===== src/sv/raised_cosine_membership_assert.svh =====
// ----------------------------------------------------------------------------
// Raised-cosine membership assertion macros
// Concurrent check macros used by the raised-cosine membership block.
// ----------------------------------------------------------------------------
`ifndef RAISED_COSINE_MEMBERSHIP_ASSERT_SVH
`define RAISED_COSINE_MEMBERSHIP_ASSERT_SVH
`ifndef SYNTH
// Overlapping implication: cons must hold in the same cycle as ante.
`define RCM_ASSERT_IMP(lbl, clk, rst_n, ante, cons) \
    lbl: assert property (@(posedge clk) disable iff (!rst_n) (ante) |-> (cons)) \
        else $error("rcm: assertion failed");
// Next-cycle implication: cons must hold in the cycle after ante.
`define RCM_ASSERT_NXT(lbl, clk, rst_n, ante, cons) \
    lbl: assert property (@(posedge clk) disable iff (!rst_n) (ante) |=> (cons)) \
        else $error("rcm: assertion failed");
`else
`define RCM_ASSERT_IMP(lbl, clk, rst_n, ante, cons)
`define RCM_ASSERT_NXT(lbl, clk, rst_n, ante, cons)
`endif
`endif


===== src/sv/rcm_pkg.sv =====
// ----------------------------------------------------------------------------
// Raised-cosine membership package
// Shared widths, register codes, fixed-point constants and stage payload types.
// ----------------------------------------------------------------------------
`default_nettype none

package rcm_pkg;

    // Field widths.
    localparam int unsigned SAMPLE_W = 16;
    localparam int unsigned DEGREE_W = 16;
    localparam int unsigned CFG_IDX_W = 2;
    localparam int unsigned CFG_DATA_W = 16;

    // Configuration register indexes.
    localparam logic [CFG_IDX_W-1:0] CFG_CENTER = 2'd0;
    localparam logic [CFG_IDX_W-1:0] CFG_WIDTH  = 2'd1;
    localparam logic [CFG_IDX_W-1:0] CFG_HEIGHT = 2'd2;

    // Configuration reset values.
    localparam logic [CFG_DATA_W-1:0] CENTER_RST = 16'd0;
    localparam logic [CFG_DATA_W-1:0] WIDTH_RST  = 16'd256;
    localparam logic [CFG_DATA_W-1:0] HEIGHT_RST = 16'd32768;
    localparam logic [CFG_DATA_W-1:0] WIDTH_MIN  = 16'd1;

    // Phase resolution and divider widths.
    localparam int unsigned PHASE_BITS = 12;
    localparam int unsigned DIV_DEN_W  = 17;
    localparam int unsigned DIV_NUM_W  = PHASE_BITS + DIV_DEN_W;
    localparam logic [PHASE_BITS-1:0] QUOT_MAX = PHASE_BITS'(1) << (PHASE_BITS - 1);

    // Angle and cosine widths, Q2.30.
    localparam int unsigned THETA_W      = 31;
    localparam int unsigned THETA_PROD_W = 32 + PHASE_BITS;
    localparam int unsigned X2_W         = 32;
    localparam int unsigned COS_W        = 31;
    localparam int unsigned Q30_SHIFT    = 30;
    localparam int unsigned DEG_PROD_W   = 48;
    localparam logic [31:0] PI_Q30       = 32'd3373259426;
    localparam logic [COS_W-1:0] ONE_Q30  = 31'h4000_0000;
    localparam logic [COS_W-1:0] HALF_Q30 = 31'h2000_0000;

    // Horner steps of the cosine series: divisors, reciprocal shifts and
    // reciprocals. The reciprocal estimate is at most one below the quotient.
    localparam int unsigned HORNER_STEPS = 7;
    localparam int unsigned HORNER_STAGES = 3 * HORNER_STEPS;
    localparam int unsigned REM_W = 10;
    localparam int unsigned HORNER_DIV [HORNER_STEPS] = '{182, 132, 90, 56, 30, 12, 2};
    localparam int unsigned HORNER_SHIFT [HORNER_STEPS] = '{
        31 + $clog2(182), 31 + $clog2(132), 31 + $clog2(90), 31 + $clog2(56),
        31 + $clog2(30), 31 + $clog2(12), 31 + $clog2(2)
    };
    localparam logic [31:0] HORNER_RECIP [HORNER_STEPS] = '{
        32'((64'd1 << (31 + $clog2(182))) / 64'd182),
        32'((64'd1 << (31 + $clog2(132))) / 64'd132),
        32'((64'd1 << (31 + $clog2(90))) / 64'd90),
        32'((64'd1 << (31 + $clog2(56))) / 64'd56),
        32'((64'd1 << (31 + $clog2(30))) / 64'd30),
        32'((64'd1 << (31 + $clog2(12))) / 64'd12),
        32'((64'd1 << (31 + $clog2(2))) / 64'd2)
    };

    // Divider request and result.
    typedef struct packed {
        logic [DIV_NUM_W-1:0] num;
        logic [DIV_DEN_W-1:0] den;
        logic                 outside;
    } t_div_in;

    typedef struct packed {
        logic [PHASE_BITS-1:0] quot;
        logic                  outside;
    } t_div_out;

    // Cosine request and result.
    typedef struct packed {
        logic [X2_W-1:0] x2;
        logic            outside;
    } t_cos_in;

    typedef struct packed {
        logic [COS_W-1:0] c;
        logic             outside;
    } t_cos_out;

endpackage

`default_nettype wire


===== src/sv/rcm_div.sv =====
// ----------------------------------------------------------------------------
// Raised-cosine membership phase divider
// Restoring divider with one quotient bit per pipeline stage.
// ----------------------------------------------------------------------------
`default_nettype none

module rcm_div (
    input  wire                i_clk,
    input  wire                i_rst_n,
    input  wire                i_in_valid,
    output logic               o_in_ready,
    input  rcm_pkg::t_div_in   i_in_data,
    output logic               o_out_valid,
    input  wire                i_out_ready,
    output rcm_pkg::t_div_out  o_out_data
);
    import rcm_pkg::*;

    logic [PHASE_BITS-1:0] r_vld;
    logic [PHASE_BITS:0]   stg_rdy;
    logic [DIV_DEN_W-1:0]  r_rem  [PHASE_BITS];
    logic [PHASE_BITS-1:0] r_nlow [PHASE_BITS];
    logic [DIV_DEN_W-1:0]  r_den  [PHASE_BITS];
    logic [PHASE_BITS-1:0] r_quot [PHASE_BITS];
    logic [PHASE_BITS-1:0] r_tag;

    // A stage takes a new request when it is empty or its successor moves.
    assign stg_rdy[PHASE_BITS] = i_out_ready;
    assign o_in_ready = stg_rdy[0];

    for (genvar s = 0; s < PHASE_BITS; s++) begin : g_stage
        logic                  vld_in;
        logic [DIV_DEN_W-1:0]  rem_in;
        logic [PHASE_BITS-1:0] nlow_in;
        logic [DIV_DEN_W-1:0]  den_in;
        logic [PHASE_BITS-1:0] quot_in;
        logic                  tag_in;
        logic [DIV_DEN_W:0]    trial;
        logic [DIV_DEN_W:0]    diff;
        logic                  ge;
        logic [DIV_DEN_W-1:0]  n_rem;

        assign stg_rdy[s] = !r_vld[s] || stg_rdy[s+1];

        // The first stage loads the upper numerator bits as partial remainder.
        if (s == 0) begin : g_first
            assign vld_in  = i_in_valid;
            assign rem_in  = i_in_data.num[DIV_NUM_W-1:PHASE_BITS];
            assign nlow_in = i_in_data.num[PHASE_BITS-1:0];
            assign den_in  = i_in_data.den;
            assign quot_in = '0;
            assign tag_in  = i_in_data.outside;
        end else begin : g_next
            assign vld_in  = r_vld[s-1];
            assign rem_in  = r_rem[s-1];
            assign nlow_in = r_nlow[s-1];
            assign den_in  = r_den[s-1];
            assign quot_in = r_quot[s-1];
            assign tag_in  = r_tag[s-1];
        end

        // Shift in the next numerator bit and subtract the divisor if it fits.
        assign trial = {rem_in, nlow_in[PHASE_BITS-1]};
        assign diff  = trial - {1'b0, den_in};
        assign ge    = trial >= {1'b0, den_in};
        assign n_rem = ge ? diff[DIV_DEN_W-1:0] : trial[DIV_DEN_W-1:0];

        always_ff @(posedge i_clk) begin
            if (!i_rst_n) begin
                r_vld[s] <= 1'b0;
            end else if (stg_rdy[s]) begin
                r_vld[s] <= vld_in;
            end
        end

        always_ff @(posedge i_clk) begin
            if (stg_rdy[s] && vld_in) begin
                r_rem[s]  <= n_rem;
                r_nlow[s] <= {nlow_in[PHASE_BITS-2:0], 1'b0};
                r_den[s]  <= den_in;
                r_quot[s] <= {quot_in[PHASE_BITS-2:0], ge};
                r_tag[s]  <= tag_in;
            end
        end
    end

    assign o_out_valid        = r_vld[PHASE_BITS-1];
    assign o_out_data.quot    = r_quot[PHASE_BITS-1];
    assign o_out_data.outside = r_tag[PHASE_BITS-1];

endmodule

`default_nettype wire


===== config.mk =====
export PLATFORM = sky130hd
export DESIGN_NAME = rcm_div
export DESIGN_NICKNAME = d
export VERILOG_FILES = /design/src/sv/raised_cosine_membership_assert.svh /design/src/sv/rcm_pkg.sv /design/src/sv/rcm_div.sv
export SDC_FILE = /design/constraint.sdc
export NUM_CORES = 1
export LEC_CHECK = 0
export BUFFER_PORTS_ARGS = -buffer_cell sky130_fd_sc_hd__clkbuf_2
export CAP_MARGIN = 25
export CORE_MARGIN = 8
export CORE_UTILIZATION = 60
export CTS_CLUSTER_DIAMETER = 200
export DETAILED_ROUTE_END_ITERATION = 8
export PLACE_DENSITY = 0.77
export SLEW_MARGIN = 15
export SYNTH_ARGS = -nofsm -noshare
export SYNTH_HDL_FRONTEND = slang
export SYNTH_SLANG_ARGS = --single-unit

===== constraint.sdc =====
create_clock -name i_clk -period 15.2 [get_ports i_clk]
set_input_delay 2.28 -clock i_clk [delete_from_list [all_inputs] [get_ports i_clk]]
set_output_delay 2.28 -clock i_clk [all_outputs]
set_load 0.01 [all_outputs]

* Word-level counts from Yosys, hierarchy flattened
Memory sizes are Yosys's and may differ from the RTL's.
Cells that the tools add are included.
** Storage, ports and cells
- Bits in latches :: 0
- Bits in read-only memories :: 0
- Memories :: 4
- Output and inout port bits :: 15
- Logic and storage cells :: 124
- Flip-flop bits (word level) :: 24
- Memory bits (writable) :: 684
- Bits of input ports :: 51
** Cells by class
- Divide/modulo/power cells :: 0
- Reduce and logical (&&, ||, !) cells :: 36
- Mux-type cells :: 36
- Magnitude comparators :: 12
- Eq/ne operators :: 0
- Multipliers :: 0
- Add/subtract/negate cells :: 12
- Shift operators :: 0
- Bitwise operators :: 0
** Memories
- r_den :: words 12, width 17, read ports 11, clocked after memory_dff 0, wr ports 12, RTL line rcm_div.sv:23 : logic [DIV_DEN_W-1:0] r_den [PHASE_BITS];
- r_rem :: words 12, width 17, read ports 11, clocked after memory_dff 0, wr ports 12, RTL line rcm_div.sv:21 : logic [DIV_DEN_W-1:0] r_rem [PHASE_BITS];
- r_quot :: words 12, width 12, read ports 12, clocked after memory_dff 0, wr ports 12, RTL line rcm_div.sv:24 : logic [PHASE_BITS-1:0] r_quot [PHASE_BITS];
- r_nlow :: words 12, width 11, read ports 11, clocked after memory_dff 0, wr ports 12, RTL line rcm_div.sv:22 : logic [PHASE_BITS-1:0] r_nlow [PHASE_BITS];
** Operators with widths (count)
- >= comparator 18 x 17 -> 1 bit :: 12
- 2-to-1 mux 17 bit :: 12
- subtractor 17 bit :: 12
- 2-to-1 mux 1 bit :: 24
- logical AND 1 bit :: 12
- zero test 1 bit :: 12
- logical OR 1 bit :: 12

* Logic depth before layout (Yosys ltp)
Gate-level depths: netlist of run 1.
- Word-level depth :: 16
- Mapped depth :: 14
- Gate-level depth less buffers :: 13

* Worst setup path after synthesis of run 1
No wires, ideal clock.
- Kind :: input to register
- From :: input port i_out_ready
- To :: register r_tag[1], in the netlist g_stage[2].tag_in (enable)
- Setup slack :: 7.812 ns
- Data required time :: 14.677 ns
- Arrival :: 6.865 ns
- Stages :: 7
- Library setup time :: 0.523 ns
- Path buffers :: 0
- Cell sequence :: nor2b_1 and3_1 and3_1 and2_1 and4_1 and2_0 a21boi_0
** Between the ends
- Word-level cells in the longest chain between the ends :: 12
** Ends and longest elaborated chain
- start, declared :: RTL line rcm_div.sv:14 : input wire i_out_ready,
- logical OR 1 bit (11 in series) :: RTL line rcm_div.sv:43 : assign stg_rdy[s] = !r_vld[s] || stg_rdy[s+1];
- logical AND 1 bit :: RTL line rcm_div.sv:77 : if (stg_rdy[s] && vld_in) begin
- end signal, assigned by index :: RTL line rcm_div.sv:82 : r_tag[s] <= tag_in;
- end, declared :: RTL line rcm_div.sv:25 : logic [PHASE_BITS-1:0] r_tag;
No other way between the ends.
A chain may end at the register's enable or synchronous reset.

* Worst setup path after layout of run 1
- From :: input port i_out_ready
- To :: output port o_in_ready
** Between the ends
- Word-level cells in the longest chain between the ends :: 12
** Ends and longest elaborated chain
- logical OR 1 bit (12 in series) :: RTL line rcm_div.sv:43
- end, declared :: RTL line rcm_div.sv:11 : output logic o_in_ready,
No other way between the ends.

==> flow_summary.ini, run 1 <==
[outcome]
run_status = completed

[power]
leakage_nw = 12.24
finalPower_mw = 3.279
ir_worst_vdd_mv = 0.09544
power_density_mw_per_mm2 = 105.8

[floorplanning]
std_cell_rows = 79
ioPinCount = 66
fp.dieArea_mm2 = 0.05396
fp.dieW_um = 232.3
floorplan.initialDensity = 0.6055
die_h_um = 232.3
fp.coreArea_mm2 = 0.04636

[synthesis]
post_synth_edffs = 530
synth_top_cell_area_share = 0.5669
synth.avg_cell_area_um2 = 12.14
postSynthCellCount = 2312
synth_top_flop_cell = edfxtp_1
synth.distinct_cells = 72
async_set_or_reset_flop_fraction_in_the_synthesized_netlist = 0
post-synth-top-area-cell = edfxtp_1
synth-seq-area-share = 0.5755
flops_latches_synth = 542
synth_nets = 2578
netlist_area_mm2 = 0.02807
yosysWarningCount = 0
synth.area.top_cells = edfxtp_1, ha_1, inv_1, a21oi_1, mux2_2

[cts]
clockBufferDepth = 3
cts.clk_slew.worst_paths_ps = 60
clock_tree_from_tritoncts = yes
numCtsBuffers = 54
htree_levels = 2
insertion_delay_ps = 600
clockRootBuffer = clkbuf_16
count_of_clock_tree_sinks = 542
cts.hold.buffers_added = 0
post-cts-setup-buffers = 0
cts_resized = 0

[cells_and_area]
final_cell_area_mm2 = 0.03098
area_growth_syn_to_layout_pct = 10.36
nNetsFinal = 2685
drive_above_1_share = 0.1089
final_cell_count_no_fill = 3068
layout.filler_cells = 3250
antennaDiodeCount = 0

[sta]
slew_headroom = 0.3604
timing.clock.skew_ps = 22.39
report.final.hold_viol_count = 0
count_of_pins_over_their_slew_limit = 0
finalCritPeriodShare = 0.4794
max_freq_ghz = 0.1372
worstMarginPinSlew_ps = 950.7
period_needed_ps = 7287
rsz0062_at_grt = false
final.hold.worst_slack_ps = 412.5
timing.final.setup_violations = 0
totalNegativeSetupSlack_ps = 0

[run]
drv.max_cap_violation_count = 0

[grt]
vias_in_the_first_global_route = 18580
grt_first_pass_wirelength_um = 86570
globalRouteOverflowTotal = 0
globalRouteTotalUtil = 0.1972
grt_start_max_net_pins = 48
number_of_antenna_violations_at_the_first_check_in_global_routing = 0

[routing]
remaining_antenna_violation_count = 0
detail_route.drc_violations = 0
routed-via-count = 17650
viasPerCell = 5.753
avgRoutedWirePerCell_um = 17.38
drt_pre_antenna_iters = 5
first_iter_violations = 914
drt_wl_total_um = 53310

[placed_design]
placed_wire_length_estimate_after_detailed_placement_um = 40500
placed_cell_area_mm2 = 0.02924
gp_congestion = 0.9742
numPlacedInstances = 2970
place.port_buffers = 65

[setup_path]
timing.critical_path.max_delay_family = simple AND/OR/NAND/NOR gates
path_class = in2out
reg2regPathDepth = 11
critical_path.slowest_cell = and2_0
critPathCaptureType = primary output
crit_fanout = 6
slowest_delay_ps = 540
critical_path.n_buffers_inverters = 2
worstPathRequired_ps = 12920
cells_along_the_critical_path = clkbuf_2 > nor2b_1 > and3_1 > and3_1 > and2_1 > and4_1 > and2_0 > nand3_1 > clkbuf_2
cp_data_arrival_time_ps = 5010
timing.critical_path.depth = 9
reg2reg_setup_slack_ps = 11240
cp_launch_type = input pin

[worst_hold_path]
min_delay_path_depth = 0
timing.hold.worst.class = reg2reg
-- power by group --
part | switching [mW] | total [mW] | leakage [nW] | internal, mW
clock network | 0.544 | 1.28 | 0.847 | 0.740
registers | 0.0159 | 1.69 | 4.91 | 1.67
logic | 0.170 | 0.303 | 6.49 | 0.133
total | 0.730 | 3.28 | 12.2 | 2.55
-- cells by family after synthesis --
family | after synthesis | share of synthesized area
adder cells (fa/ha/maj) | 215 | 0.09877
AND/OR/NAND/NOR | 492 | 0.08393
AO/OA/AOI/OAI | 560 | 0.1291
XOR/XNOR | 128 | 0.03994
buffers and inverters | 294 | 0.04060
flip-flops | 542 | 0.5755
multiplexers | 81 | 0.03218
-- layout make-up --
cell class | count | area, um^2 | share of cell area
inverter | 263 | 987.2 | 0.03186
sequential | 542 | 16160 | 0.5215
multi-input combinational | 1476 | 10890 | 0.3516
timing repair buffer | 82 | 456.7 | 0.01474
tap | 607 | 759.5 | 0.02451
clock inverter | 27 | 200.2 | 0.006462
clock buffer | 71 | 1530 | 0.04939
-- metrics by stage --
| step | worst slack [ps] | util |
|---|---|---|
| floorplan | 7812 | - |
| detailed placement | 7960 | 0.6308 |
| finish | 7913 | 0.6683 |
| global placement | 8116 | 0.6305 |
| global route | 7676 | 0.6683 |
| CTS | 7925 | 0.6681 |
-- registers in the layout, summed over array words and instances (netlist names) --
| register | count |
|---|---|
| g_stage.tag_in | 11 |
| g_stage.vld_in | 11 |
| o_out_data | 1 |
| o_out_valid | 1 |
| r_den | 187 |
| r_nlow | 66 |
| r_quot | 78 |
| r_rem | 187 |
-- routing by layer --
metal	GRT usage	vias up	part of all wire
met4	0.1031	0	0.050
met3	0.02944	150	0.030
met5	0	-	0
met2	0.4091	369	0.58
li1	-	8724	-
met1	0.1768	8407	0.34
-- cell usage after synthesis (13+ instances only) --
cell,instances
and3_1,18
ha_1,204
o21bai_1,14
o21ai_0,110
a21o_1,83
nor2_1,152
mux2_2,73
a21oi_1,176
edfxtp_1,530
xor2_1,45
o31ai_1,14
nor2b_1,36
a211oi_1,28
nor3_1,40
nand4_1,30
clkbuf_1,18
a21boi_0,13
nand3_1,24
o21a_1,30
inv_1,263
xnor2_1,83
nand2_1,119
nand2b_1,19
-- worst reg2reg max path, cell delays in order, from the launching register on --
cell and delay (ps):
edfxtp_1 350, inv_1 100, ha_1 190, inv_1 70, fa_1 430, a211oi_1 260, o21bai_1 110, a21oi_1 370
o311ai_1 290, o2111ai_1 270, and4_1 860, mux2_2 420
-- final timing paths --
check | end | start
worst min-delay path | r_quot[2][44]$_DFFE_PP_ | r_quot[2][31]$_DFFE_PP_
worst max-delay path | o_in_ready | i_out_ready
worst min register to register | r_quot[2][44]$_DFFE_PP_ | r_quot[2][31]$_DFFE_PP_
worst max register to register | r_rem[5][9]$_DFFE_PP_ | r_nlow[4][10]$_DFFE_PP_
-- layout by cell type (no fill, tap or decap), drive strengths merged, types with 12 or more instances in the layout --
cell	n
a211oi	28
a21boi	13
a21o	83
a21oi	177
and3	19
buf	17
clkbuf	136
clkinv	22
dfxtp	12
edfxtp	530
ha	204
inv	264
mux2	74
nand2	120
nand2b	19
nand3	24
nand4	30
nor2	152
nor2b	36
nor3	40
o21a	30
o21ai	115
o21bai	14
o31ai	14
xnor2	83
xor2	45
(Power assumes the default switching activity.)
==> run 2: changes to the inputs <==
CORE_UTILIZATION = 57   (was 60)
clock period = 6.1 ns   (was 15.2 ns; I/O delays follow)
==> run 2 against run 1 <==
Effect of this change: register-to-register slack got worse by 9000 ps; clock power rose to 2.7 times the previous value; final area rose by 0.73%; core utilization fell by 2.8 points; routed wire length rose by 2.0%; global-route usage fell by 0.66 points; power rose to 2.6 times the previous value; clock skew fell by 3.7 ps; count of clock-buffer cells in the layout fell by 7; non-clock buffer count rose by 1; sequential share of layout area fell by 0.38 points; die area rose by 4.9%; critical path type unchanged.
==> flow_summary.ini, run 2 (synthesis gave the netlist of run 1 again) <==
[sta]
finalCritPeriodShare = 0.7395
timing.final.setup_violations = 0
timing.clock.skew_ps = 18.65
slew_headroom = 0.3744
worstMarginPinSlew_ps = 938.5
max_freq_ghz = 0.2217
period_needed_ps = 4511
final.hold.worst_slack_ps = 409.9
count_of_pins_over_their_slew_limit = 0
rsz0062_at_grt = false
report.final.hold_viol_count = 0
totalNegativeSetupSlack_ps = 0

[routing]
detail_route.drc_violations = 0
avgRoutedWirePerCell_um = 17.35
viasPerCell = 5.676
drt_wl_total_um = 54360
remaining_antenna_violation_count = 0
first_iter_violations = 977
routed-via-count = 17780
drt_pre_antenna_iters = 5

[cells_and_area]
drive_above_1_share = 0.1110
most-common-layout-cells = edfxtp_1, inv_1, ha_1
reg.largest.list = r_den (187), r_rem (187), r_quot (78)
most_frequent_standard_cell_in_the_layout_excluding_fill_and_tap_cells = edfxtp_1
area_growth_syn_to_layout_pct = 11.17
antennaDiodeCount = 0
nNetsFinal = 2688
final_cell_count_no_fill = 3132

[placed_design]
numPlacedInstances = 3027
gp_congestion = 0.9802
place.port_buffers = 65
placed_wire_length_estimate_after_detailed_placement_um = 41290

[grt]
globalRouteOverflowTotal = 0
grt_start_max_net_pins = 48
vias_in_the_first_global_route = 18550
globalRoute.busiestLayer = met2
use_met2 = 0.3933
globalRouteMet1Util = 0.1704
number_of_antenna_violations_at_the_first_check_in_global_routing = 0
grt_first_pass_wirelength_um = 87750
grt_util_met3 = 0.02838
globalRouteTotalUtil = 0.1906

[setup_path]
path_class = in2out
critPathCaptureType = primary output
crit_fanout = 6
slowest_delay_ps = 520
cells_along_the_critical_path = clkbuf_2 > nor2b_1 > and3_1 > and3_1 > and2_1 > and4_1 > and2_0 > nand3_1 > clkbuf_2
cp_data_arrival_time_ps = 3600
critical_path.slowest_cell = and2_0
worstPathRequired_ps = 5180
cp_launch_type = input pin

[cts]
htree_levels = 2
clockRootBuffer = clkbuf_16
insertion_delay_ps = 610
count_of_clock_tree_sinks = 542
numCtsBuffers = 56
clockBufferDepth = 3
clock_tree_from_tritoncts = yes
cts.clk_slew.worst_paths_ps = 60
cts.hold.buffers_added = 0
cts_resized = 0
post-cts-setup-buffers = 0

[power]
ir_worst_vdd_mv = 0.2314
power_density_mw_per_mm2 = 270.0
finalPower_mw = 8.425
leakage_nw = 12.31

[floorplanning]
std_cell_rows = 81
die_h_um = 237.9
fp.dieArea_mm2 = 0.05661
floorplan.initialDensity = 0.5759
fp.dieW_um = 237.9
ioPinCount = 66
fp.coreArea_mm2 = 0.04875

[worst_hold_path]
timing.hold.worst.class = reg2reg

[outcome]
run_status = completed

[run]
drv.max_cap_violation_count = 0
[run 2: cell types whose count changed in the layout (fill, tap and decap cells not counted), moves of 2 or more]
cell,delta
bufinv_16,+6
clkbuf_1,-3
clkbuf_8,-3
clkinv_1,+4
clkinv_8,-2
clkinvlp_4,+3
inv_16,+2
[run 2: path summary, 6_finish.rpt]
check | from | to | slack, ps | cells after the start
max | i_out_ready | o_in_ready | 1590 | 9
min | r_nlow[0][7]$_DFFE_PP_ | r_nlow[1][8]$_DFFE_PP_ | 410 | 0
max reg2reg | r_nlow[4][10]$_DFFE_PP_ | r_rem[5][9]$_DFFE_PP_ | 2230 | 11
min reg2reg | r_nlow[0][7]$_DFFE_PP_ | r_nlow[1][8]$_DFFE_PP_ | 410 | 0
[run 2: per-stage QoR]
stage	util	cell area [um^2]	setup slack (ps)
CTS	0.6399	31190	1650
global placement	0.6011	29300	1766
floorplan	-	28070	77.16
finish	0.6402	31210	1589
global route	0.6402	31210	1349
detailed placement	0.6013	29310	1652
[run 2: critical path, delay by kind of cell]
kind	cells	cell delay, ps
AND/OR/NAND/NOR	7	2430
buffers and inverters	2	240
[run 2: where the power goes]
group | internal (mW) | switching (mW) | total (mW)
clock network | 2.05 | 1.40 | 3.45
logic | 0.332 | 0.424 | 0.756
registers | 4.17 | 0.0418 | 4.22
total | 6.56 | 1.87 | 8.42
[run 2: cell type report]
| cell class | instances | area [um^2] |
|---|---|---|
| clock buffers | 64 | 1453 |
| multi-input cells | 1476 | 10880 |
| flip-flops and latches | 542 | 16160 |
| fillers | 3593 | 17540 |
| inverters | 263 | 987.2 |
| clock inverters | 40 | 427.9 |
| repair buffers | 83 | 467.9 |
| well taps | 664 | 830.8 |
[run 2: per-layer routing]
metal | up-vias | part of all wire
li1 | 8757 | -
met1 | 8522 | 0.34
met2 | 345 | 0.57
met3 | 154 | 0.029
met4 | 0 | 0.057
met5 | - | 0
==> run 3: changes to the inputs <==
CORE_UTILIZATION = 60   (was 57)
clock period = 4.4 ns   (was 6.1 ns; I/O delays follow)
==> run 3 against run 2 <==
Effect of this change: cell count is 1.7% lower; final area hardly changed; core utilization is 3.3 points higher; via count is 0.12% lower; clock power is 40% higher; critical endpoint unchanged.
==> flow_summary.ini, run 3 (synthesis gave the netlist of run 1 again) <==
[outcome]
run_status = completed

[cts]
count_of_clock_tree_sinks = 542
post-cts-setup-buffers = 0
cts.hold.buffers_added = 0
clock_tree_from_tritoncts = yes
clockRootBuffer = clkbuf_16
cts.clk_slew.worst_paths_ps = 60
insertion_delay_ps = 600
clockBufferDepth = 3
numCtsBuffers = 55
htree_levels = 2
cts_resized = 0

[sta]
worstMarginPinSlew_ps = 952.6
slew_headroom = 0.3636
final.hold.worst_slack_ps = 230.8
count_of_pins_over_their_slew_limit = 0
layout_setup_ws_ps = 305.0
timing.clock.skew_ps = 17.48
max_freq_ghz = 0.2442
report.final.hold_viol_count = 0
finalCritPeriodShare = 0.9307
rsz0062_at_grt = false
period_needed_ps = 4095
timing.final.setup_violations = 0

[floorplanning]
die_h_um = 232.3
ioPinCount = 66
fp.dieW_um = 232.3
floorplan.initialDensity = 0.6055
fp.coreArea_mm2 = 0.04636
std_cell_rows = 79
fp.dieArea_mm2 = 0.05396

[grt]
grt_first_pass_wirelength_um = 88750
globalRouteMet1Util = 0.1806
globalRouteTotalUtil = 0.2031
globalRoute.busiestLayer = met2
grt_util_met3 = 0.02541
number_of_antenna_violations_at_the_first_check_in_global_routing = 0
globalRouteOverflowTotal = 0
vias_in_the_first_global_route = 18730
grt_start_max_net_pins = 48
use_met2 = 0.4169

[routing]
detail_route.drc_violations = 0
first_iter_violations = 893
remaining_antenna_violation_count = 0
drt_wl_total_um = 54120
drt_pre_antenna_iters = 7
avgRoutedWirePerCell_um = 17.57
routed-via-count = 17760
viasPerCell = 5.765

[cells_and_area]
ff_latch_area_mm2 = 0.01616
antennaDiodeCount = 0
most-common-layout-cells = edfxtp_1, inv_1, ha_1
final_cell_area_mm2 = 0.03123
drive_above_1_share = 0.1173
nNetsFinal = 2695
most_frequent_standard_cell_in_the_layout_excluding_fill_and_tap_cells = edfxtp_1
reg.largest.list = r_den (187), r_rem (187), r_quot (78)
multi_input_comb_area_mm2 = 0.01088
area_growth_syn_to_layout_pct = 11.24
layout.filler_cells = 3281

[power]
finalPower_mw = 11.72
pwr-share-clk = 0.411
total_switching_power_mw = 2.566
ir_worst_vdd_mv = 0.2980
leakage_nw = 12.37
comb_power_frac = 0.090
power_density_mw_per_mm2 = 375.2
proportion_of_power_drawn_by_flip_flops_and_latches = 0.499
netSwitchingFraction = 0.2190
cell_internal_pwr_mw = 9.149

[setup_path]
crit_fanout = 6
cp_data_arrival_time_ps = 3430
critPathCaptureType = primary output
startpoint = o_out_valid$_SDFFE_PN0P_
r2r_start = r_nlow[3][10]$_DFFE_PP_
worstPathRequired_ps = 3740
worst_r2r_endpoint = r_rem[4][4]$_DFFE_PP_
reg2regPathDepth = 12
critical_path.endpoint = o_in_ready
reg2reg_setup_slack_ps = 770
path_class = reg2out
cp_launch_type = flop

[placed_design]
gp_congestion = 0.9290
place.port_buffers = 65
placed_wire_length_estimate_after_detailed_placement_um = 41580
placed_cell_area_mm2 = 0.02932
place_worst_setup_slack_ps = 334.7

[worst_hold_path]
timing.hold.worst.class = in2reg

[run]
drv.max_cap_violation_count = 0
[run 3: cell count changes in the layout (fill, tap and decap cells not counted), moves of 2 or more]
cell      change
buf_4         +6
clkbuf_8      +2
clkinv_1     -12
clkinv_2      +4
clkinv_4      +4
inv_16        -2
[run 3: cell type report]
cell class	count	area share
flip-flops and latches	542	0.5174
multi-input cells	1476	0.3486
clock buffers	66	0.04672
inverters	263	0.03161
well taps	607	0.02432
repair buffers	91	0.01743
clock inverters	35	0.01398
[run 3: worst min-delay path by stage]
stage	startpoint	to	cells past startpoint
floorplan	g_stage[9].tag_in$_DFFE_PP_	g_stage[10].tag_in$_DFFE_PP_	0
global placement	r_nlow[0][6]$_DFFE_PP_	r_nlow[1][7]$_DFFE_PP_	0
detailed placement	r_nlow[9][9]$_DFFE_PP_	r_nlow[10][10]$_DFFE_PP_	0
CTS	i_in_data[21]	r_nlow[0][3]$_DFFE_PP_	1
global route	i_in_data[21]	r_nlow[0][3]$_DFFE_PP_	1
finish	i_in_data[21]	r_nlow[0][3]$_DFFE_PP_	1
[run 3: critical path: stages, from the launching register on]
cell      delay [ps]
dfxtp_1          340
nor2b_1          420
and3_1           410
and3_1           290
and2_1           350
and4_1           340
and2_1           400
nand3_1          150
clkbuf_2         150
[run 3: power by group through the flow]
| stage | Sequential [mW] | Clock, mW | Combinational [mW] |
|---|---|---|---|
| 6_report | 5.84 | 4.82 | 1.06 |
| 4_1_cts | 5.84 | 4.93 | 1.05 |
| 3_5_place_dp | 5.95 | 0 | 1.04 |
| 2_1_floorplan | 5.93 | 0 | 0.802 |
| 5_1_grt | 5.85 | 5.10 | 1.17 |
| 3_3_place_gp | 5.95 | 0 | 0.996 |
[run 3: through the flow]
stage          TNS [ps]  instances  utilization
3_5_place_dp          0       2978       0.6324
2_1_floorplan    -14510       2312            -
4_1_cts               0       3079       0.6733
3_3_place_gp          0       2976       0.6319
5_1_grt               0       3080       0.6736
6_report              0       3080       0.6736
[run 3: per-layer routing]
| layer | wire length (um) | vias up | part of all wire |
|---|---|---|---|
| met5 | 0 | - | 0 |
| met4 | 3336 | 0 | 0.062 |
| met3 | 1505 | 182 | 0.028 |
| met2 | 30900 | 358 | 0.57 |
| met1 | 18380 | 8458 | 0.34 |
| li1 | - | 8758 | - |
